File: config.mk
export PLATFORM = sky130hd
export DESIGN_NAME = kmer_support_read_splitter_unit
export DESIGN_NICKNAME = d
export VERILOG_FILES = /design/src/rtl/ksrs_pkg.sv /design/src/rtl/kmer_support_read_splitter_unit.sv /design/src/rtl/ksrs_out_fifo.sv /design/src/rtl/ksrs_core.sv
export SDC_FILE = /design/constraint.sdc
export NUM_CORES = 1
export LEC_CHECK = 0
export BUFFER_PORTS_ARGS = -buffer_cell sky130_fd_sc_hd__buf_4
export CAP_MARGIN = 20
export CORE_UTILIZATION = 45
export CTS_BUF_LIST = sky130_fd_sc_hd__clkbuf_8
export CTS_CLUSTER_DIAMETER = 30
export CTS_CLUSTER_SIZE = 20
export DETAILED_ROUTE_END_ITERATION = 10
export HOLD_SLACK_MARGIN = 0.08
export PLACE_DENSITY = 0.64
export SYNTH_ARGS = -nofsm -noshare
export SYNTH_HDL_FRONTEND = slang
export SYNTH_HIERARCHICAL = 1
export SYNTH_SLANG_ARGS = --single-unit
File: constraint.sdc
create_clock -name clk -period 8.35 [get_ports clk]
set_input_delay 1.2525 -clock clk [delete_from_list [all_inputs] [get_ports clk]]
set_output_delay 1.2525 -clock clk [all_outputs]
set_load 0.05 [all_outputs]
File: src/rtl/ksrs_pkg.sv
`timescale 1ns / 1ps
// Package for the k-mer support read splitter: request and result types,
// configuration types and sizing constants. Depends on nothing.
package ksrs_pkg;

    localparam int MAX_KMERS = 256;
    localparam int POS_W = $clog2(MAX_KMERS);

    localparam int FIFO_DEPTH = 4;
    localparam int FIFO_PTR_W = $clog2(FIFO_DEPTH);
    localparam int FIFO_CNT_W = $clog2(FIFO_DEPTH + 1);

    localparam int FREQ_W = 16;
    localparam int KLEN_W = 7;
    localparam int CFG_IDX_W = 1;
    localparam int CFG_DATA_W = 16;

    localparam logic [1:0] LEVEL_STRONG = 2'd2;

    typedef enum logic [CFG_IDX_W-1:0] {
        REG_SUPPORT_THRESHOLD = 1'b0,
        REG_KMER_LENGTH       = 1'b1
    } cfg_reg_t;

    typedef struct packed {
        logic [FREQ_W-1:0] support_threshold;
        logic [KLEN_W-1:0] kmer_length;
    } cfg_t;

    typedef struct packed {
        logic [15:0] freq_forward;
        logic [15:0] freq_reverse;
        logic        simple_link;
        logic        last_kmer;
    } kmer_in_t;

    typedef struct packed {
        logic [7:0] piece_index;
        logic [7:0] piece_start;
        logic [8:0] piece_length;
        logic       piece_strong;
        logic       read_done;
        logic       seed_found;
        logic [7:0] seed_index;
    } piece_out_t;

endpackage

File: src/rtl/kmer_support_read_splitter_unit.sv
`timescale 1ns / 1ps
// A k-mer request is held in the input register; its pieces reach the piece port
// through the result queue. Throughput: one k-mer per cycle while the queue has
// room; a k-mer that both splits and ends the read yields two pieces, which
// leave the four-entry queue one per cycle while piece_stall is low. Reset clears
// all read state, sets threshold 2 and k-mer length 31; no clearing pass is needed.
module kmer_support_read_splitter_unit (
    input  logic                            clk,
    input  logic                            rst_n,
    input  logic                            cfg_valid,
    output logic                            cfg_ready,
    input  logic [ksrs_pkg::CFG_IDX_W-1:0]  cfg_index,
    input  logic [ksrs_pkg::CFG_DATA_W-1:0] cfg_data,
    input  logic                            kmer_valid,
    output logic                            kmer_stall,
    input  ksrs_pkg::kmer_in_t              kmer,
    output logic                            piece_valid,
    input  logic                            piece_stall,
    output ksrs_pkg::piece_out_t            piece
);
    import ksrs_pkg::*;

    cfg_t       cfg_reg;
    cfg_t       cfg_next;
    logic       room_ok;
    logic [1:0] push_cnt;
    piece_out_t push_item0;
    piece_out_t push_item1;

    assign cfg_ready = 1'b1;

    always_comb
    begin
        cfg_next = cfg_reg;
        if (cfg_valid)
        begin
            case (cfg_reg_t'(cfg_index))
                REG_SUPPORT_THRESHOLD: cfg_next.support_threshold = cfg_data;
                REG_KMER_LENGTH:       cfg_next.kmer_length = cfg_data[KLEN_W-1:0];
                default:               cfg_next = cfg_reg;
            endcase
        end
    end

    always_ff @(posedge clk or negedge rst_n)
    begin
        if (!rst_n)
        begin
            cfg_reg.support_threshold <= FREQ_W'(2);
            cfg_reg.kmer_length       <= KLEN_W'(31);
        end
        else
        begin
            cfg_reg <= cfg_next;
        end
    end

    ksrs_core u_core (
        .clk        (clk),
        .rst_n      (rst_n),
        .cfg        (cfg_reg),
        .kmer_valid (kmer_valid),
        .kmer_stall (kmer_stall),
        .kmer       (kmer),
        .room_ok    (room_ok),
        .push_cnt   (push_cnt),
        .push_item0 (push_item0),
        .push_item1 (push_item1)
    );

    ksrs_out_fifo u_out_fifo (
        .clk         (clk),
        .rst_n       (rst_n),
        .push_cnt    (push_cnt),
        .push_item0  (push_item0),
        .push_item1  (push_item1),
        .room_ok     (room_ok),
        .piece_valid (piece_valid),
        .piece_stall (piece_stall),
        .piece       (piece)
    );

`ifndef SYNTHESIS
    a_no_push_idle: assert property (@(posedge clk) disable iff (!rst_n)
        (push_cnt != 2'd0) |-> $past(kmer_valid && !kmer_stall) || $past(kmer_stall))
        else $error("pieces produced with no k-mer request in flight");
    a_two_needs_done: assert property (@(posedge clk) disable iff (!rst_n)
        (push_cnt == 2'd2) |-> push_item1.read_done && !push_item0.read_done)
        else $error("a k-mer produced two pieces without ending the read");
    a_seed_only_done: assert property (@(posedge clk) disable iff (!rst_n)
        (piece_valid && !piece.read_done) |-> !piece.seed_found && piece.seed_index == 8'd0)
        else $error("seed reported on a piece that does not end the read");
`endif

endmodule

File: src/rtl/ksrs_out_fifo.sv
`timescale 1ns / 1ps
// Result queue of the read splitter: takes up to two results per cycle and
// hands out one per cycle while piece_stall is low. Depends on ksrs_pkg.
module ksrs_out_fifo (
    input  logic                clk,
    input  logic                rst_n,
    input  logic [1:0]          push_cnt,
    input  ksrs_pkg::piece_out_t push_item0,
    input  ksrs_pkg::piece_out_t push_item1,
    output logic                room_ok,
    output logic                piece_valid,
    input  logic                piece_stall,
    output ksrs_pkg::piece_out_t piece
);
    import ksrs_pkg::*;

    piece_out_t              mem_reg [FIFO_DEPTH];
    logic [FIFO_PTR_W-1:0]   wr_ptr_reg;
    logic [FIFO_PTR_W-1:0]   wr_ptr_next;
    logic [FIFO_PTR_W-1:0]   rd_ptr_reg;
    logic [FIFO_PTR_W-1:0]   rd_ptr_next;
    logic [FIFO_CNT_W-1:0]   count_reg;
    logic [FIFO_CNT_W-1:0]   count_next;
    logic                    pop;

    assign pop         = piece_valid && !piece_stall;
    assign piece_valid = (count_reg != '0);
    assign piece       = mem_reg[rd_ptr_reg];
    assign room_ok     = (count_reg <= FIFO_CNT_W'(FIFO_DEPTH - 2));

    always_comb
    begin
        wr_ptr_next = wr_ptr_reg + FIFO_PTR_W'(push_cnt);
        rd_ptr_next = rd_ptr_reg + FIFO_PTR_W'(pop);
        count_next  = count_reg + FIFO_CNT_W'(push_cnt) - FIFO_CNT_W'(pop);
    end

    always_ff @(posedge clk or negedge rst_n)
    begin
        if (!rst_n)
        begin
            wr_ptr_reg <= '0;
            rd_ptr_reg <= '0;
            count_reg  <= '0;
        end
        else
        begin
            wr_ptr_reg <= wr_ptr_next;
            rd_ptr_reg <= rd_ptr_next;
            count_reg  <= count_next;
        end
    end

    always_ff @(posedge clk)
    begin
        if (push_cnt != 2'd0)
        begin
            mem_reg[wr_ptr_reg] <= push_item0;
        end
        if (push_cnt == 2'd2)
        begin
            mem_reg[wr_ptr_reg + FIFO_PTR_W'(1)] <= push_item1;
        end
    end

`ifndef SYNTHESIS
    a_count_bound: assert property (@(posedge clk) disable iff (!rst_n)
        count_reg <= FIFO_CNT_W'(FIFO_DEPTH))
        else $error("result queue holds more entries than its depth");
    a_push_room: assert property (@(posedge clk) disable iff (!rst_n)
        push_cnt != 2'd0 |-> room_ok)
        else $error("results pushed without room in the queue");
    a_count_track: assert property (@(posedge clk) disable iff (!rst_n)
        (push_cnt == 2'd0 && !pop) |=> $stable(count_reg))
        else $error("queue count changed with no push and no pop");
`endif

endmodule

File: src/rtl/ksrs_core.sv
`timescale 1ns / 1ps
// Splitting logic: input register, read state and the single pass that
// forms up to two pieces per k-mer. Depends on ksrs_pkg.
module ksrs_core (
    input  logic                 clk,
    input  logic                 rst_n,
    input  ksrs_pkg::cfg_t       cfg,
    input  logic                 kmer_valid,
    output logic                 kmer_stall,
    input  ksrs_pkg::kmer_in_t   kmer,
    input  logic                 room_ok,
    output logic [1:0]           push_cnt,
    output ksrs_pkg::piece_out_t push_item0,
    output ksrs_pkg::piece_out_t push_item1
);
    import ksrs_pkg::*;

    logic             stage_valid_reg;
    logic             stage_valid_next;
    kmer_in_t         stage_item_reg;

    logic [POS_W-1:0] pos_reg;
    logic [POS_W-1:0] pos_next;
    logic [POS_W-1:0] begin_reg;
    logic [POS_W-1:0] begin_next;
    logic [1:0]       level_reg;
    logic [1:0]       level_next;
    logic             has_strong_reg;
    logic             has_strong_next;
    logic [7:0]       emitted_reg;
    logic [7:0]       emitted_next;
    logic [POS_W-1:0] best_span_reg;
    logic [POS_W-1:0] best_span_next;
    logic [7:0]       best_piece_reg;
    logic [7:0]       best_piece_next;
    logic             best_valid_reg;
    logic             best_valid_next;

    logic             move;
    logic             accept;
    logic             fwd_ok;
    logic             rev_ok;
    logic             is_strong;
    logic             first;
    logic             eff_last;
    logic             split;
    logic [POS_W-1:0] b_begin;
    logic             b_has;
    logic [7:0]       b_emit;
    logic [POS_W-1:0] b_bspan;
    logic [7:0]       b_bpiece;
    logic             b_bvalid;
    logic [POS_W-1:0] span0;
    logic             upd0;
    logic [POS_W-1:0] span1;
    logic             upd1;
    logic             d_bvalid;
    logic [7:0]       d_bpiece;

    assign move       = stage_valid_reg && room_ok;
    assign kmer_stall = stage_valid_reg && !room_ok;
    assign accept     = kmer_valid && !kmer_stall;

    always_comb
    begin
        stage_valid_next = accept || (stage_valid_reg && !move);

        fwd_ok    = (stage_item_reg.freq_forward >= cfg.support_threshold);
        rev_ok    = (stage_item_reg.freq_reverse >= cfg.support_threshold);
        is_strong = fwd_ok && rev_ok;
        first     = (pos_reg == '0);
        eff_last  = stage_item_reg.last_kmer || (pos_reg == POS_W'(MAX_KMERS - 1));

        b_begin  = first ? '0 : begin_reg;
        b_has    = first ? 1'b0 : has_strong_reg;
        b_emit   = first ? 8'd0 : emitted_reg;
        b_bspan  = first ? '0 : best_span_reg;
        b_bpiece = first ? 8'd0 : best_piece_reg;
        b_bvalid = first ? 1'b0 : best_valid_reg;

        split = !first && !(((level_reg == LEVEL_STRONG) && is_strong)
                            || stage_item_reg.simple_link);

        span0 = pos_reg - POS_W'(1) - b_begin;
        upd0  = split && b_has && (span0 > b_bspan);

        push_item0.piece_index  = b_emit;
        push_item0.piece_start  = 8'(b_begin);
        push_item0.piece_length = 9'(span0) + 9'(cfg.kmer_length);
        push_item0.piece_strong = b_has;
        push_item0.read_done    = 1'b0;
        push_item0.seed_found   = 1'b0;
        push_item0.seed_index   = 8'd0;

        begin_next      = split ? pos_reg : b_begin;
        has_strong_next = split ? is_strong : (b_has || is_strong);
        emitted_next    = b_emit + 8'(split);
        best_span_next  = upd0 ? span0 : b_bspan;
        best_piece_next = upd0 ? b_emit : b_bpiece;
        best_valid_next = b_bvalid || upd0;

        span1    = pos_reg - begin_next;
        upd1     = has_strong_next && (span1 > best_span_next);
        d_bvalid = best_valid_next || upd1;
        d_bpiece = upd1 ? emitted_next : best_piece_next;

        push_item1.piece_index  = emitted_next;
        push_item1.piece_start  = 8'(begin_next);
        push_item1.piece_length = 9'(span1) + 9'(cfg.kmer_length);
        push_item1.piece_strong = has_strong_next;
        push_item1.read_done    = 1'b1;
        push_item1.seed_found   = d_bvalid;
        push_item1.seed_index   = d_bvalid ? d_bpiece : 8'd0;

        level_next = 2'(fwd_ok) + 2'(rev_ok);
        pos_next   = eff_last ? '0 : pos_reg + POS_W'(1);

        if (!move)
        begin
            push_cnt = 2'd0;
        end
        else
        begin
            push_cnt = 2'(split) + 2'(eff_last);
        end

        if (move && !split)
        begin
            push_item0 = push_item1;
        end
    end

    always_ff @(posedge clk or negedge rst_n)
    begin
        if (!rst_n)
        begin
            stage_valid_reg <= 1'b0;
            pos_reg         <= '0;
            begin_reg       <= '0;
            level_reg       <= '0;
            has_strong_reg  <= 1'b0;
            emitted_reg     <= '0;
            best_span_reg   <= '0;
            best_piece_reg  <= '0;
            best_valid_reg  <= 1'b0;
        end
        else
        begin
            stage_valid_reg <= stage_valid_next;
            if (move)
            begin
                pos_reg        <= pos_next;
                begin_reg      <= begin_next;
                level_reg      <= level_next;
                has_strong_reg <= has_strong_next;
                emitted_reg    <= eff_last ? emitted_next + 8'd1 : emitted_next;
                best_span_reg  <= upd1 ? span1 : best_span_next;
                best_piece_reg <= d_bpiece;
                best_valid_reg <= d_bvalid;
            end
        end
    end

    always_ff @(posedge clk)
    begin
        if (accept)
        begin
            stage_item_reg <= kmer;
        end
    end

`ifndef SYNTHESIS
    a_stall_full: assert property (@(posedge clk) disable iff (!rst_n)
        kmer_stall |-> stage_valid_reg)
        else $error("request stalled while the input register is empty");
    a_end_clears: assert property (@(posedge clk) disable iff (!rst_n)
        (move && eff_last) |=> (pos_reg == '0))
        else $error("k-mer position not cleared at the end of a read");
    a_hold_state: assert property (@(posedge clk) disable iff (!rst_n)
        !move |=> $stable(pos_reg) && $stable(emitted_reg))
        else $error("read state changed without a k-mer being processed");
`endif

endmodule
After elaboration in Yosys (flattened, before gate mapping)
Memories as Yosys holds them, arrays and structs flattened.
Index checks and enable logic that the tools add are counted.
{"block": "totals", "regBits": 109, "ramBits": 144, "elab_cells": 94, "mem_count": 1}
{"name": "u_out_fifo.mem_reg", "depth": 4, "word_bits": 36, "rd": 1, "rd_clocked_by_memory_dff": 0, "write_ports": 2, "line": "ksrs_out_fifo.sv:17", "rtl": "piece_out_t mem_reg [FIFO_DEPTH];"}
{"block": "classes", "addsub": 15, "n_lt_le_gt_ge": 5, "eq_ne": 3, "n_mux": 21, "bitwise_logic": 1, "reduce_logical": 30}
{"operator": "8-bit 2-to-1 mux", "count": 12}
{"operator": "36-bit 2-to-1 mux", "count": 1}
{"operator": "16-bit >= comparator", "count": 2}
{"operator": "8-bit by 7-bit adder with 9-bit output", "count": 2}
{"operator": "8-bit by 1-bit adder with 8-bit output, second input constant", "count": 2}
{"operator": "8-bit greater-than comparator", "count": 2}
{"operator": "8-bit subtractor", "count": 2}
{"operator": "1-bit logical AND", "count": 12}
{"operator": "8-bit by 1-bit adder with 8-bit output", "count": 1}
{"operator": "8-bit equality test, second input constant", "count": 1}
{"operator": "8-bit zero test", "count": 1}
{"operator": "8-bit by 1-bit subtractor with 8-bit output, second input constant", "count": 1}
{"operator": "1-bit zero test", "count": 7}
{"operator": "1-bit 2-to-1 mux", "count": 7}
{"operator": "1-bit logical OR", "count": 6}
{"operator": "1-bit by 1-bit adder with 2-bit output", "count": 2}
{"operator": "2-bit equality test, second input constant", "count": 2}
{"operator": "2-bit AND reduction", "count": 2}
{"operator": "3-bit by 2-bit adder with 3-bit output", "count": 1}
{"operator": "3-bit by 2-bit less-or-equal comparator with 1-bit output, second input constant", "count": 1}
{"operator": "3-bit nonzero test", "count": 1}
{"operator": "3-bit by 1-bit subtractor with 3-bit output", "count": 1}
{"operator": "2-bit by 1-bit adder with 2-bit output", "count": 1}
{"operator": "2-bit by 1-bit adder with 2-bit output, second input constant", "count": 1}
{"operator": "other kinds (4)", "count": 4}

Longest topological paths before layout
{"block": "depth", "ltp_word": 14, "ltp_mapped": 36, "depth_no_buf": 32}

Modules after synthesis
The synthesis kept the hierarchy.
{"module": "ksrs_out_fifo", "n_inst": 1, "cells_each": 389, "area_each_um2": 7464.7}
{"module": "ksrs_core", "n_inst": 1, "cells_each": 739, "area_each_um2": 6650.1}
{"module": "kmer_support_read_splitter_unit", "n_inst": 1, "cells_each": 52, "area_each_um2": 927.1}

Least setup slack after synthesis
Ideal clock, no wire load.
{"block": "synth_timing", "kind": "register to register", "from": "register u_core.pos_reg[1]", "to": "memory u_out_fifo/mem_reg[0][0] (netlist name), data pin", "arrival_ns": 6.524, "required_time_ns": 8.090, "path_slack_ns": 1.567, "stages_incl_launch_ff": 36, "path_buffers": 5, "path_cell_list": "dfrtp_1 > inv_1 > ha_1 > nor4b_4 > nand2_4 > clkbuf_1 > clkbuf_1 > nand2_1 > ha_1 > inv_1 > fa_1 > nor2b_1 > o21a_1 > o21ai_0 > a311oi_1 > inv_1 > ha_1 > nand4_1 > or3_1 > nand4_4 > or2_1 > buf_4 > buf_4 > mux2i_1 > ha_1 > a21oi_1 > nor2_1 > a211oi_1 > a21o_2 > and3_1 > buf_4 > inv_6 > nand2_8 > inv_2 > and2_1 > mux2_2"}
{"item": "start: declaration", "line": "ksrs_core.sv:22", "rtl": "logic [POS_W-1:0] pos_reg;"}
{"item": "start signal: assignment", "line": "ksrs_core.sv:152", "rtl": "pos_reg <= pos_next;"}
{"item": "end: declaration", "line": "ksrs_out_fifo.sv:17"}

==> impl_results.md <==
- Syn_nets: ~1.3k
- Max Cap Viol: 0
- LEAKAGE: ~7.2 nW
- Initial DRC Count: ~550
- Worst reg-to-reg path cell count: 28
- Register area share after synthesis: 0.481
- Status: finished, final reports clean
- Net count, final: about 1.5k
- Top post-synthesis cells by area: edfxtp_1 (36%), dfrtp_1 (11%), mux2_2 (9.7%)
- Hold_sp: u_core/best_span_reg[0]$_DFFE_PN0P_
- Placed cells: between 1.5k and 2k
- Min-Delay Path Class: reg -> reg
- Clock Power Share: 0.207
- Final setup vio count: 0
- Min-Delay Endpoint: u_core/best_span_reg[0]$_DFFE_PN0P_
- Initial Util: 0.460
- CP max FO: 24
- Total GRT Usage: 0.215
- Row Count: between 60 and 70
- WS Path Type: reg -> reg
- Clk Latency, worst-skew pair: slightly above 0.6 ns
- Sw frac: 0.429
- Mapped Area: 0.0150 mm2
- CP most frequent cell: ha_1
- Cell family with most CP delay: simple AND/OR/NAND/NOR gates
- Drt pass-1 iters: 4
- Most frequent cell after synthesis: edfxtp_1
- Final HPWL DP: 23300 um
- Maximum VDD drop: around 0.00017 V
- Die width: approximately 180 um
- Synth warnings: 6
- Cts hold-fix bufs: 0
- Layout cells sized above 1: 0.344
- Deepest clock path buffer count: 3
- Initial antenna violation count: 0
- Syn avg cell area: approximately 13 um2
- H-tree depth: 2
- Num ports: 95
- Routability cong.: between 0.9 and 1
- Worst Hold Depth: 2
- Reg clk slew, reported paths: approximately 0.060 ns
- Clock tree from TritonCTS: built
- Cts bufs inserted: 60
- Simple-Gate Fraction of Synth Area: 0.0904
- Layout overhead on the synthesized area: 16.9%
- Core area: between 0.03 and 0.04 mm2
- Aggregate global routing overflow: 0
- Total die area: 0.0342 mm2
- Rel. slew slack: 0.443
- Die height: approximately 180 um
- WL per Instance: 19.7 um
- Post-synthesis adder-cell area fraction: 0.0799
- R2R Path End: u_out_fifo/mem_reg[1][3]$_DFFE_PP_
- Final Max Tran Viols: 0
- PnR worst setup slack: between 0.5 and 0.6 ns
- Worst R2R Start: u_core/pos_reg[1]$_DFFE_PN0P_
- Sw Pwr: 0.00340 W
- Count of non-filler cells in the finished layout: about 1.8k
- Post-Syn Instances: between 1k and 1.5k
- Ant. Diodes: 0
- Critical path buffers and inverters: 5
- Cell variety after synth: 84
- Setup TNS: 0 ns
- DRC Markers: 0
- Period utilisation layout: 0.934
- I/O Buffers: between 90 and 100
- Largest family of logic cells by synthesized area: multiplexers
- Startpoint types: flop
- Vias: 9785
- Top cells by count, synth: edfxtp_1 (178), mux2_2 (130), nand2_1 (89)
- Tot Pwr: 0.00794 W
- Tightest Pin Transition: approximately 0.84 ns
- Compound-Gate Fraction of Synth Area: 0.0843
- Root buffer cell: clkbuf_8
- Crit path DAT: 8.15 ns
- Reg2reg setup slack: 0.55 ns
- Drt total wl: about 35000 um
- Max Clock Freq: 0.128 GHz
- Worst clock skew: slightly below 0.04 ns
- First-pass GRT wire length: between 50000 and 60000 um
- Share of the synthesized area in the top cell type: 0.355
- CP max stage cell: dfrtp_1
- Post-Synth XOR/XNOR Area: 0.0274
- Power density over the cells: roughly 450 mW/mm2
- Critical Path RT: between 8 and 9 ns
- Via-to-Cell Ratio: about 5.4
- Ys async rst share: 0.296
- Multiplexer share of the synthesized area: 0.196
- Clk sinks: 253
- Commonest register cell after synthesis: edfxtp_1
- Peak per-stage delay on the critical path: ~0.47 ns
- EDFF count, synth: ~180
- Fin crit period: about 7.8 ns
- Combinational Power Share: 0.546
- Antenna Nets Post-Route: 0
- RSZ-0062 raised after global routing: false
- Post CTS Setup Buffer Count: 0
- Vias in the first global route: between 10k and 15k
- Largest net degree at the start of global routing: 76
- Cell-internal power: around 0.0045 W
- Hold WS: between 0.4 and 0.5 ns
- Pre-CTS setup slack: slightly below 0.5 ns
- Flip-flop and latch count after synthesis: 253
- Final Hold Fails: 0
- Top cell type by total area after synthesis: edfxtp_1
- Critical path capture point type: flop
- Max reg flops: 144
- PostCTS Resize Cnt: 0
- Seq pwr share: 0.247
worst reg2reg max path: cells and delay by family, from the launching register on:
family | cells | cell delay, ns
buffers and inverters | 5 | 0.95
multiplexers | 2 | 0.58
adder cells (fa/ha/maj) | 4 | 1.10
flip-flops | 1 | 0.47
AND/OR/NAND/NOR | 11 | 2.88
AO/OA/AOI/OAI | 6 | 1.59
routing by layer:
metal  wire length, um  up-vias  GRT usage
met5                 0        -          0
met4              1070        0     0.0770
met3              1720       68     0.0328
met2             16300      281      0.346
met1             16300     4793      0.296
li1                  -     4643          -
cell type report:
class	instances	area, um2
multi-input cells	805	7240
inverters	67	256
repair buffers	117	902
flip-flops and latches	253	7230
well taps	442	553
clock buffers	62	853
fillers	2843	15100
clock inverters	52	553
layout by cell type (no fill, tap or decap), types with 25 or more instances in the layout:
cell type  count
edfxtp_1     178
mux2_2       130
buf_4        115
nand2_1       89
ha_1          88
inv_1         73
dfrtp_1       68
clkbuf_8      62
nor2_1        58
o21ai_0       52
mux2_4        40
a21oi_1       37
mux4_2        36
xnor2_1       28
and2_1        25
power groups by stage:
stage               Combinational, W  Clock [W]  Sequential [W]
global route                 0.00471    0.00174         0.00199
detailed placement           0.00430          0         0.00199
global placement             0.00425          0         0.00198
floorplan                    0.00328          0         0.00191
CTS                          0.00433    0.00168         0.00197
finish                       0.00433    0.00164         0.00196
worst max-delay path by stage:
| stage | from | endpoint | cells past startpoint |
|---|---|---|---|
| after CTS | u_core/pos_reg[1]$_DFFE_PN0P_ | u_out_fifo/mem_reg[1][0]$_DFFE_PP_ | 29 |
| final | u_core/pos_reg[1]$_DFFE_PN0P_ | u_out_fifo/mem_reg[1][3]$_DFFE_PP_ | 28 |
| after floorplan | u_core/pos_reg[1]$_DFFE_PN0P_ | u_out_fifo/mem_reg[0][0]$_DFFE_PP_ | 35 |
| after detailed placement | u_core/pos_reg[1]$_DFFE_PN0P_ | u_out_fifo/mem_reg[1][0]$_DFFE_PP_ | 29 |
| after global placement | u_core/pos_reg[1]$_DFFE_PN0P_ | u_out_fifo/mem_reg[3][4]$_DFFE_PP_ | 28 |
| after global routing | u_core/pos_reg[1]$_DFFE_PN0P_ | u_out_fifo/mem_reg[1][0]$_DFFE_PP_ | 29 |
cells by family after synthesis:
family,Yosys count
AOI/OAI and AO/OA,185
xor gates and xnor gates,45
adders and majority gates,93
buffers and inverters,122
DFF,253
muxes,214
other,2
and+or+nand+nor,266
stage by stage:
step,instance area [um2],util
final,17600,0.538
after global routing,17600,0.538
after CTS,17500,0.537
after detailed placement,16100,0.494
after global placement,16100,0.494
after floorplan,15000,-
No activity file was read; power rests on OpenSTA's default activity.
